## src/rtl/swsfr_pkg.sv

```systemverilog
// Shared types and constants of the sliding-window sender with fast retransmit.
// No dependencies; used by swsfr_classify and the top level.
package swsfr_pkg;

    // Operation codes of the input item
    localparam logic [1:0] OP_SEND    = 2'd0;
    localparam logic [1:0] OP_ACK     = 2'd1;
    localparam logic [1:0] OP_TIMEOUT = 2'd2;

    // Timer commands
    localparam logic [1:0] TMR_NONE    = 2'd0;
    localparam logic [1:0] TMR_START   = 2'd1;
    localparam logic [1:0] TMR_STOP    = 2'd2;
    localparam logic [1:0] TMR_RESTART = 2'd3;

    localparam logic signed [3:0] ACK_NONE      = -4'sd1;
    localparam logic [2:0]        COUNTER_MAX   = 3'd7;
    localparam logic [2:0]        THRESH_RESET  = 3'd4;

    typedef struct packed {
        logic [1:0]         operation;
        logic [63:0]        message_data;
        logic signed [3:0]  ack_number;
        logic               ack_intact;
    } t_in_item;

    typedef struct packed {
        logic        accepted;
        logic        transmit;
        logic [2:0]  packet_seq;
        logic [63:0] packet_data;
        logic [1:0]  timer_command;
        logic        window_full;
        logic        last;
    } t_out_item;

    typedef enum logic [1:0] {
        S_IDLE,
        S_PROC,
        S_WALK
    } t_state;

    typedef enum logic [2:0] {
        ACT_EMPTY,
        ACT_FULL,
        ACT_SEND,
        ACT_SLIDE,
        ACT_RESEND,
        ACT_TIMEOUT
    } t_act;

    typedef struct packed {
        t_act       act;
        logic       cnt_we;
        logic [2:0] cnt_val;
    } t_dec;

endpackage

```

## src/rtl/swsfr_classify.sv

```systemverilog
// Decides what one input item does against the current window state.
// Depends on swsfr_pkg.
module swsfr_classify #(
    parameter int WINDOW_SIZE = 4,
    parameter int SEQ_SPACE   = 8
) (
    input  swsfr_pkg::t_in_item               i_item,
    input  logic [$clog2(SEQ_SPACE)-1:0]      i_base,
    input  logic [$clog2(WINDOW_SIZE+1)-1:0]  i_count,
    input  logic [2:0]                        i_cnt_old,
    input  logic [2:0]                        i_thr,
    output swsfr_pkg::t_dec                   o_dec,
    output logic [$clog2(WINDOW_SIZE+1)-1:0]  o_freed
);

    localparam int SW   = $clog2(SEQ_SPACE);
    localparam int CNTW = $clog2(WINDOW_SIZE + 1);
    localparam int OW   = ((SW + 1) > CNTW) ? (SW + 1) : CNTW;

    logic [SW:0]  a_x;
    logic [SW:0]  base_x;
    logic [SW:0]  offset;
    logic         ack_ok;
    logic         in_win;
    logic         busy;
    logic [2:0]   cnt_new;

    always_comb begin
        a_x     = (SW + 1)'(i_item.ack_number[2:0]);
        base_x  = (SW + 1)'(i_base);
        // distance from the window base, modulo the sequence space
        if (a_x >= base_x) begin
            offset = a_x - base_x;
        end else begin
            offset = a_x + (SW + 1)'(SEQ_SPACE) - base_x;
        end
        in_win  = OW'(offset) < OW'(i_count);
        o_freed = CNTW'(offset + (SW + 1)'(1));
        busy    = (i_count != '0);
        ack_ok  = i_item.ack_intact &&
                  ((i_item.ack_number == swsfr_pkg::ACK_NONE) ||
                   (!i_item.ack_number[3] && (32'(i_item.ack_number[2:0]) < SEQ_SPACE)));
        cnt_new = (i_cnt_old < swsfr_pkg::COUNTER_MAX) ? i_cnt_old + 3'd1
                                                       : swsfr_pkg::COUNTER_MAX;

        o_dec.act     = swsfr_pkg::ACT_EMPTY;
        o_dec.cnt_we  = 1'b0;
        o_dec.cnt_val = cnt_new;
        case (i_item.operation)
            swsfr_pkg::OP_SEND: begin
                o_dec.act = (32'(i_count) >= WINDOW_SIZE) ? swsfr_pkg::ACT_FULL
                                                          : swsfr_pkg::ACT_SEND;
            end
            swsfr_pkg::OP_ACK: begin
                if (!ack_ok) begin
                    o_dec.act = swsfr_pkg::ACT_EMPTY;
                end else if (i_item.ack_number == swsfr_pkg::ACK_NONE) begin
                    o_dec.act = busy ? swsfr_pkg::ACT_RESEND : swsfr_pkg::ACT_EMPTY;
                end else if (in_win) begin
                    o_dec.act     = swsfr_pkg::ACT_SLIDE;
                    o_dec.cnt_we  = 1'b1;
                    o_dec.cnt_val = 3'd1;
                end else begin
                    o_dec.cnt_we = 1'b1;
                    if ((cnt_new == i_thr) && busy) begin
                        o_dec.act     = swsfr_pkg::ACT_RESEND;
                        o_dec.cnt_val = 3'd0;
                    end
                end
            end
            swsfr_pkg::OP_TIMEOUT: begin
                o_dec.act = swsfr_pkg::ACT_TIMEOUT;
            end
            default: begin
                o_dec.act = swsfr_pkg::ACT_EMPTY;
            end
        endcase
    end

endmodule

```

## src/rtl/sliding_window_sender_fast_retransmit.sv

```systemverilog
// Top level of the go-back-N sender with fast retransmit and duplicate-ack counting.
// Depends on swsfr_pkg and swsfr_classify.

// A send, an acknowledgement or an unused operation passes through the transfer
// cycle, in which the payload ring and the duplicate-ack counter table are read
// at the window head and at the acked number, and then through S_PROC, in which
// the result is formed and the state written back. In a timeout, S_PROC and then
// S_WALK resend the outstanding packets, read from the payload ring one entry per
// cycle through its single read port while the output register is free. A new
// input item is taken only once every result of the previous one sits in the
// output register; that register lets the next item enter while the last result
// still waits. An output stall holds the item in its current state. The counter
// table is valid right after reset: each entry carries a valid bit that reset
// clears. The threshold register is written through i_cfg_we/i_cfg_data; the
// user writes it only while the block is idle, which the block does not check.
module sliding_window_sender_fast_retransmit #(
    parameter int WINDOW_SIZE  = 4,
    parameter int SEQ_SPACE    = 8,
    parameter int PAYLOAD_BITS = 64
) (
    input  logic                 i_clk,
    input  logic                 i_rst_n,
    input  logic                 i_valid,
    output logic                 o_ready,
    input  swsfr_pkg::t_in_item  i_in,
    output logic                 o_valid,
    input  logic                 i_ready,
    output swsfr_pkg::t_out_item o_out,
    input  logic                 i_cfg_we,
    input  logic [2:0]           i_cfg_data
);

    localparam int SW   = $clog2(SEQ_SPACE);
    localparam int CNTW = $clog2(WINDOW_SIZE + 1);
    localparam int HW   = (WINDOW_SIZE > 1) ? $clog2(WINDOW_SIZE) : 1;

    // window state
    logic [SW-1:0]   r_base, n_base;
    logic [SW-1:0]   r_nseq, n_nseq;
    logic [CNTW-1:0] r_count, n_count;
    logic            r_wait, n_wait;
    logic [HW-1:0]   r_head, n_head;
    logic [2:0]      r_thr;

    // item in flight and timeout walk
    swsfr_pkg::t_state   r_state, n_state;
    swsfr_pkg::t_in_item r_item;
    logic [HW-1:0]       r_slot, n_slot;
    logic [SW-1:0]       r_cidx, n_cidx;
    logic [CNTW-1:0]     r_walk_i, n_walk_i;
    logic [SW-1:0]       r_walk_seq, n_walk_seq;

    // memories: payload ring (oldest packet at r_head) and dup-ack counters
    logic [PAYLOAD_BITS-1:0] r_ring [WINDOW_SIZE];
    logic [PAYLOAD_BITS-1:0] r_pl_rdata;
    logic [2:0]              r_cnt_mem [SEQ_SPACE];
    logic [2:0]              r_cnt_rdata;
    logic [SEQ_SPACE-1:0]    r_cnt_vld;

    // output register
    logic                 r_out_valid;
    swsfr_pkg::t_out_item r_out, n_out;

    logic            out_free;
    logic            emit;
    logic            ring_we;
    logic [HW-1:0]   ring_waddr;
    logic            cnt_we;
    logic [2:0]      cnt_old;
    logic            walk_last;
    logic [SW-1:0]   ack_idx;
    swsfr_pkg::t_dec dec;
    logic [CNTW-1:0] freed;

    function automatic logic [HW-1:0] slot_add(input logic [HW-1:0] s,
                                               input logic [CNTW-1:0] k);
        logic [CNTW:0] sum;
        sum = (CNTW + 1)'(s) + (CNTW + 1)'(k);
        if (32'(sum) >= WINDOW_SIZE) begin
            sum = sum - (CNTW + 1)'(WINDOW_SIZE);
        end
        return HW'(sum);
    endfunction

    function automatic logic [SW-1:0] seq_inc(input logic [SW-1:0] s);
        return (32'(s) == SEQ_SPACE - 1) ? '0 : s + SW'(1);
    endfunction

    assign out_free = !r_out_valid || i_ready;
    assign o_ready  = (r_state == swsfr_pkg::S_IDLE);
    assign o_valid  = r_out_valid;
    assign o_out    = r_out;
    assign cnt_old  = r_cnt_vld[r_cidx] ? r_cnt_rdata : 3'd0;
    assign ack_idx  = SW'(r_item.ack_number[2:0]);
    assign walk_last = ((CNTW + 1)'(r_walk_i) + (CNTW + 1)'(1)) == (CNTW + 1)'(r_count);

    swsfr_classify #(
        .WINDOW_SIZE (WINDOW_SIZE),
        .SEQ_SPACE   (SEQ_SPACE)
    ) u_classify (
        .i_item    (r_item),
        .i_base    (r_base),
        .i_count   (r_count),
        .i_cnt_old (cnt_old),
        .i_thr     (r_thr),
        .o_dec     (dec),
        .o_freed   (freed)
    );

    // Next state
    always_comb begin
        n_state = r_state;
        unique case (r_state)
            swsfr_pkg::S_IDLE: begin
                if (i_valid) begin
                    n_state = swsfr_pkg::S_PROC;
                end
            end
            swsfr_pkg::S_PROC: begin
                if (out_free) begin
                    if ((dec.act == swsfr_pkg::ACT_TIMEOUT) &&
                        (32'(r_count) > 1)) begin
                        n_state = swsfr_pkg::S_WALK;
                    end else begin
                        n_state = swsfr_pkg::S_IDLE;
                    end
                end
            end
            swsfr_pkg::S_WALK: begin
                if (out_free && walk_last) begin
                    n_state = swsfr_pkg::S_IDLE;
                end
            end
            default: n_state = swsfr_pkg::S_IDLE;
        endcase
    end

    // Datapath and result forming
    always_comb begin
        n_base     = r_base;
        n_nseq     = r_nseq;
        n_count    = r_count;
        n_wait     = r_wait;
        n_head     = r_head;
        n_slot     = r_slot;
        n_cidx     = r_cidx;
        n_walk_i   = r_walk_i;
        n_walk_seq = r_walk_seq;
        emit       = 1'b0;
        ring_we    = 1'b0;
        ring_waddr = slot_add(r_head, r_count);
        cnt_we     = 1'b0;

        n_out               = '0;
        n_out.window_full   = r_wait;
        n_out.last          = 1'b1;

        unique case (r_state)
            swsfr_pkg::S_IDLE: begin
                // keep the head entry and the acked counter on the read ports
                n_slot = r_head;
                n_cidx = SW'(i_in.ack_number[2:0]);
            end
            swsfr_pkg::S_PROC: begin
                emit   = out_free;
                cnt_we = out_free && dec.cnt_we;
                case (dec.act)
                    swsfr_pkg::ACT_SEND: begin
                        ring_we              = out_free;
                        n_count              = r_count + CNTW'(1);
                        n_nseq               = seq_inc(r_nseq);
                        n_wait               = (32'(r_count) + 1 >= WINDOW_SIZE);
                        n_out.accepted       = 1'b1;
                        n_out.transmit       = 1'b1;
                        n_out.packet_seq     = 3'(r_nseq);
                        n_out.packet_data    = 64'(r_item.message_data[PAYLOAD_BITS-1:0]);
                        n_out.timer_command  = (r_count == '0) ? swsfr_pkg::TMR_START
                                                               : swsfr_pkg::TMR_NONE;
                        n_out.window_full    = n_wait;
                    end
                    swsfr_pkg::ACT_SLIDE: begin
                        // drop every packet up to and including the acked one
                        n_count             = r_count - freed;
                        n_base              = seq_inc(ack_idx);
                        n_head              = slot_add(r_head, freed);
                        n_wait              = 1'b0;
                        n_out.timer_command = (n_count == '0) ? swsfr_pkg::TMR_STOP
                                                              : swsfr_pkg::TMR_RESTART;
                        n_out.window_full   = 1'b0;
                    end
                    swsfr_pkg::ACT_RESEND: begin
                        n_out.transmit    = 1'b1;
                        n_out.packet_seq  = 3'(r_base);
                        n_out.packet_data = 64'(r_pl_rdata);
                    end
                    swsfr_pkg::ACT_TIMEOUT: begin
                        n_out.timer_command = swsfr_pkg::TMR_RESTART;
                        if (r_count != '0) begin
                            n_out.transmit    = 1'b1;
                            n_out.packet_seq  = 3'(r_base);
                            n_out.packet_data = 64'(r_pl_rdata);
                            n_out.last        = (32'(r_count) == 1);
                            if (out_free) begin
                                // advance the read port to the next outstanding packet
                                n_slot     = slot_add(r_slot, CNTW'(1));
                                n_walk_i   = CNTW'(1);
                                n_walk_seq = seq_inc(r_base);
                            end
                        end
                    end
                    default: begin
                    end
                endcase
                // hold the window until the output register takes the result
                if (!out_free) begin
                    n_base  = r_base;
                    n_nseq  = r_nseq;
                    n_count = r_count;
                    n_wait  = r_wait;
                    n_head  = r_head;
                end
            end
            swsfr_pkg::S_WALK: begin
                emit              = out_free;
                n_out.transmit    = 1'b1;
                n_out.packet_seq  = 3'(r_walk_seq);
                n_out.packet_data = 64'(r_pl_rdata);
                n_out.last        = walk_last;
                if (out_free) begin
                    n_slot     = slot_add(r_slot, CNTW'(1));
                    n_walk_i   = r_walk_i + CNTW'(1);
                    n_walk_seq = seq_inc(r_walk_seq);
                end
            end
            default: begin
            end
        endcase
    end

    // Control registers
    always_ff @(posedge i_clk) begin
        if (!i_rst_n) begin
            r_state     <= swsfr_pkg::S_IDLE;
            r_base      <= SW'(1);
            r_nseq      <= SW'(1);
            r_count     <= '0;
            r_wait      <= 1'b0;
            r_head      <= '0;
            r_thr       <= swsfr_pkg::THRESH_RESET;
            r_out_valid <= 1'b0;
            r_cnt_vld   <= '0;
        end else begin
            r_state <= n_state;
            r_base  <= n_base;
            r_nseq  <= n_nseq;
            r_count <= n_count;
            r_wait  <= n_wait;
            r_head  <= n_head;
            if (i_cfg_we) begin
                r_thr <= i_cfg_data;
            end
            if (emit) begin
                r_out_valid <= 1'b1;
            end else if (i_ready) begin
                r_out_valid <= 1'b0;
            end
            if (cnt_we) begin
                r_cnt_vld[r_cidx] <= 1'b1;
            end
        end
    end

    // Payload registers
    always_ff @(posedge i_clk) begin
        r_slot     <= n_slot;
        r_cidx     <= n_cidx;
        r_walk_i   <= n_walk_i;
        r_walk_seq <= n_walk_seq;
        if (i_valid && o_ready) begin
            r_item <= i_in;
        end
        if (emit) begin
            r_out <= n_out;
        end
    end

    // Payload ring: one write, one registered read
    always_ff @(posedge i_clk) begin
        if (ring_we) begin
            r_ring[ring_waddr] <= r_item.message_data[PAYLOAD_BITS-1:0];
        end
        r_pl_rdata <= r_ring[n_slot];
    end

    // Duplicate-ack counter table: one write, one registered read
    always_ff @(posedge i_clk) begin
        if (cnt_we) begin
            r_cnt_mem[r_cidx] <= dec.cnt_val;
        end
        r_cnt_rdata <= r_cnt_mem[n_cidx];
    end

    // The window never holds more packets than it has room for
    a_count_bound: assert property (@(posedge i_clk) disable iff (!i_rst_n)
        32'(r_count) <= WINDOW_SIZE)
        else $error("outstanding count above window size");

    // The waiting flag tracks a full window exactly
    a_wait_full: assert property (@(posedge i_clk) disable iff (!i_rst_n)
        r_wait == (32'(r_count) == WINDOW_SIZE))
        else $error("window_full flag out of step with count");

    // A result that is not the last of its item only comes from a timeout walk
    a_nonlast_walk: assert property (@(posedge i_clk) disable iff (!i_rst_n)
        (r_out_valid && !r_out.last) |-> (r_state == swsfr_pkg::S_WALK))
        else $error("non-final result outside timeout walk");

    // Nothing is taken in while a timeout walk is still running
    a_walk_no_accept: assert property (@(posedge i_clk) disable iff (!i_rst_n)
        (r_state == swsfr_pkg::S_WALK) |=> (r_state != swsfr_pkg::S_PROC))
        else $error("new item started during timeout walk");

endmodule
```

## config.mk

```make
export PLATFORM = sky130hd
export DESIGN_NAME = sliding_window_sender_fast_retransmit
export DESIGN_NICKNAME = d
export VERILOG_FILES = /design/src/rtl/swsfr_pkg.sv /design/src/rtl/swsfr_classify.sv /design/src/rtl/sliding_window_sender_fast_retransmit.sv
export SDC_FILE = /design/constraint.sdc
export NUM_CORES = 1
export LEC_CHECK = 0
export BUFFER_PORTS_ARGS = -buffer_cell sky130_fd_sc_hd__buf_2
export CORE_ASPECT_RATIO = 1.75
export CORE_MARGIN = 4
export CORE_UTILIZATION = 35
export CTS_CLUSTER_DIAMETER = 150
export CTS_CLUSTER_SIZE = 40
export DETAILED_ROUTE_END_ITERATION = 8
export GPL_ROUTABILITY_DRIVEN = 1
export HOLD_SLACK_MARGIN = 0.1
export PLACE_DENSITY = 0.63
export SLEW_MARGIN = 20
export SYNTH_ARGS = -nofsm -noshare
export SYNTH_HDL_FRONTEND = slang
export SYNTH_HIERARCHICAL = 1
export SYNTH_SLANG_ARGS = --single-unit
```

## constraint.sdc

```tcl
create_clock -name i_clk -period 10.15 [get_ports i_clk]
set_clock_uncertainty 0.2 [all_clocks]
set_input_delay 2.03 -clock i_clk [delete_from_list [all_inputs] [get_ports i_clk]]
set_output_delay 2.03 -clock i_clk [all_outputs]
set_load 0.02 [all_outputs]
```

==> results by group <==
Place
  • Port bufs: 153
  • Placed Instances: roughly 2100
  • Final HPWL DP: 26400 um
  • Final RePlAce weighted congestion: between 0.7 and 0.8

STA
  • Transition time at the pin with the least slew margin: 1030 ps
  • RSZ-0062 raised after global routing: false
  • Final TNS setup: 0 ps
  • Final setup fails: 0
  • Period utilization: 0.623
  • Headroom to the max-slew limit: 0.313
  • Final worst path period need: ~6300 ps
  • Total count of max-transition violations in the final report: 0
  • Maximum clock rate: 158 MHz
  • Hold violation count in the final report: 0

Logic synthesis
  • Sequential cell area fraction in the yosys report: 0.736
  • Post-Syn Area: roughly 0.020 mm2
  • Share of flip-flops with an asynchronous set or reset: 0
  • Yosys reg bits: between 500 and 600
  • Number of flops mapped to enable cells by yosys: 430
  • Top-area cell type share of the netlist area: 0.639
  • Cells taking the most area after synthesis: edfxtp_1 64%, mux2i_1 10%, dfxtp_1 9.7%
  • Post-synthesis cell count: 1207
  • Number of synthesis warnings: 6
  • Distinct cells, synth: slightly below 70
  • Top post-synthesis cells by count: 430 x edfxtp_1, 210 x mux2i_1, 98 x dfxtp_1, 76 x nor2b_1, 64 x a22oi_1
  • Most used standard cell by instance count after synthesis: edfxtp_1
  • Primary FF master, synth: edfxtp_1
  • Cell type contributing the most total cell area after synthesis: edfxtp_1
  • Mean area per synthesized cell: approximately 17 um2
  • Syn nets: 1316

Routing
  • Via density per instance: 4.89
  • Overall via count from detail_route: 10346
  • Routed wire per std cell: 20.0 um
  • Remaining routing DRC violations: 0
  • Number of nets with antenna violations after routing: 0
  • Pre-Repair DR Iteration Count: 5
  • Detailed-route wire length: approximately 42000 um
  • Drt first-iter violations: 713

Min path
  • Hold depth: 2
  • Startpoint of the most critical hold path: r_cnt_vld[3]$_SDFFE_PN0P_
  • Sink of the worst hold path: r_cnt_vld[3]$_SDFFE_PN0P_
  • Type of the most critical hold path: flop to flop

Cells and area
  • NumNets Final: 1446
  • Area growth from synthesis to final layout: 9.81%
  • Cell Count, Final, Fillers Out: around 2100
  • FILL cells: between 5000 and 6000
  • Fraction of layout cells with a size suffix above 1: 0.158

GRT
  • Largest net degree at the start of global routing: 130
  • Total GRT Usage: 0.132
  • Sum of overflow across all layers after global routing: 0
  • Global-route wire length before repair: ~64000 um
  • Number of global-route vias before repair: 10725
  • Number of antenna violations at the first check in global routing: 1

Setup path
  • Startpoint of the lowest-slack register-to-register path: ack_idx[0]$_DFFE_PP_
  • Data arrival time of the critical path: 6340 ps
  • Setup CP Type: flop to flop
  • Required time of the critical path: roughly 10000 ps
  • Type of element launching the critical path: flop
  • R2R Setup Slk: 3830 ps
  • Number of cells traversed by the worst register-to-register path: 18
  • Maximum fanout encountered on the critical timing path: roughly 70
  • Endpoint type of the worst setup path: flop
  • End of the worst register-to-register path: r_ring[1][20]$_DFFE_PP_

CTS
  • Clock root buffer: clkbuf_16
  • # hold bufs at CTS: 0
  • Clock-pin slew reported for the worst setup and hold paths after clock tree synthesis: 150 ps
  • Resized Gates After CTS: 0
  • TritonCTS clock tree: done
  • Sink count of the clock tree: about 530
  • Count of H-tree levels built during CTS: 1
  • Number of CTS-inserted buffers: 17
  • Number of buffers on the longest clock path: 3
  • Worst skew pair latency: around 570 ps
  • Number of buffers inserted to repair setup after CTS: 0

Power
  • Power density normalized to cell area: 168 mW/mm2
  • Leak: 8.15 nW
  • Maximum VDD drop: around 98 uV

Run
  • Max capacitance violation total: 0

Die
  • Number of top-level pins: approximately 150
  • Starting Density: 0.354
  • Floorplan die area: just over 0.06 mm2
  • Horizontal extent of the die: ~190 um
  • Area inside the core boundary: 0.0572 mm2
  • Die Ht: 326 um
  • Core Rows: 116

Run status
  • Status: complete, no violations
==> cells in the final DEF (no fill, tap or decap), types with 19 or more instances in the layout <==
cell      synthesis  final
nor2b_1          76     76
nor2_1           38     35
mux2i_1         210    210
inv_1            21     21
a21oi_1          19     19
ha_1             27     26
a22oi_1          64     64
nand2_1          28     28
dfxtp_1          98     98
edfxtp_1        430    430
buf_2            10    153
==> area by class of cell <==
cell class | count | area (um2) | share of cell area
antenna | 1 | 2.50 | 0.000113
clock buffer | 28 | 467 | 0.0210
clock inverter | 2 | 38.8 | 0.00175
inverter | 23 | 91.3 | 0.00411
multi-input combinational | 600 | 4860 | 0.219
sequential | 528 | 14900 | 0.670
tap | 767 | 960 | 0.0432
timing repair buffer | 167 | 903 | 0.0407
==> power breakdown <==
part           total, mW  internal, mW  switching [mW]
clock network      0.945         0.332           0.613
registers           2.49          2.44          0.0546
logic              0.302         0.104           0.198
==> sequential cells by signal (all words and copies together), names as in the netlist, 8 cells and up <==
name        cells
r_pl_rdata     64
r_cnt_mem      24
o_out          73
r_item         68
r_cnt_vld       8
r_ring        256
==> worst max path at each step <==
stage                         startpoint                      end
floorplan           ack_idx[0]$_DFFE_PP_   r_ring[0][0]$_DFFE_PP_
CTS                 ack_idx[0]$_DFFE_PP_  r_ring[3][32]$_DFFE_PP_
finish              ack_idx[0]$_DFFE_PP_  r_ring[1][20]$_DFFE_PP_
global route        ack_idx[0]$_DFFE_PP_  r_ring[1][32]$_DFFE_PP_
global placement    ack_idx[0]$_DFFE_PP_  r_ring[3][20]$_DFFE_PP_
detailed placement  ack_idx[0]$_DFFE_PP_  r_ring[3][20]$_DFFE_PP_
==> worst max-delay path: stages, from the launching register on <==
cell      delay (ps)
edfxtp_1         460
inv_1             90
ha_1             170
inv_1             60
fa_1             370
inv_1             80
fa_1             440
inv_1             70
ha_1             230
a21o_1           160
a31oi_1          170
nand3_1          150
a221o_1          390
nand3b_1         270
nor2_4           120
buf_4            760
nand3_1          350
nor2_4           730
buf_4            650
==> through the flow <==
stage	utilization	power, mW	hold WS, ps	cell area, um2	setup WS [ps]
after detailed placement	0.379	2.85	262	21700	3750
after CTS	0.388	3.79	297	22200	3730
after global routing	0.388	3.89	311	22200	3430
after global placement	0.379	2.84	246	21700	3800
after floorplan	-	2.72	232	20200	1660
final	0.388	3.74	290	22200	3830
==> per-layer routing <==
layer | GRT usage | vias to the layer above | share of wire
li1 | - | 4819 | -
met1 | 0.156 | 5265 | 0.40
met3 | 0.0177 | 45 | 0.041
met5 | 0 | - | 0.00026
met2 | 0.249 | 215 | 0.53
met4 | 0.0365 | 2 | 0.023
==> cells by family (layout without fill, tap and decap cells) <==
| group | Yosys count | count (layout) | share of synthesized area |
|---|---|---|---|
| AO/OA/AOI/OAI | 149 | 149 | 0.0547 |
| XOR/XNOR | 13 | 13 | 0.00563 |
| adder cells (fa/ha/maj) | 30 | 30 | 0.0197 |
| buffers and inverters | 79 | 220 | 0.0269 |
| flip-flops | 528 | 528 | 0.736 |
| multiplexers | 211 | 211 | 0.105 |
| other | 0 | 1 | 0 |
| AND/OR/NAND/NOR | 197 | 197 | 0.0529 |
(Power assumes the default switching activity.)
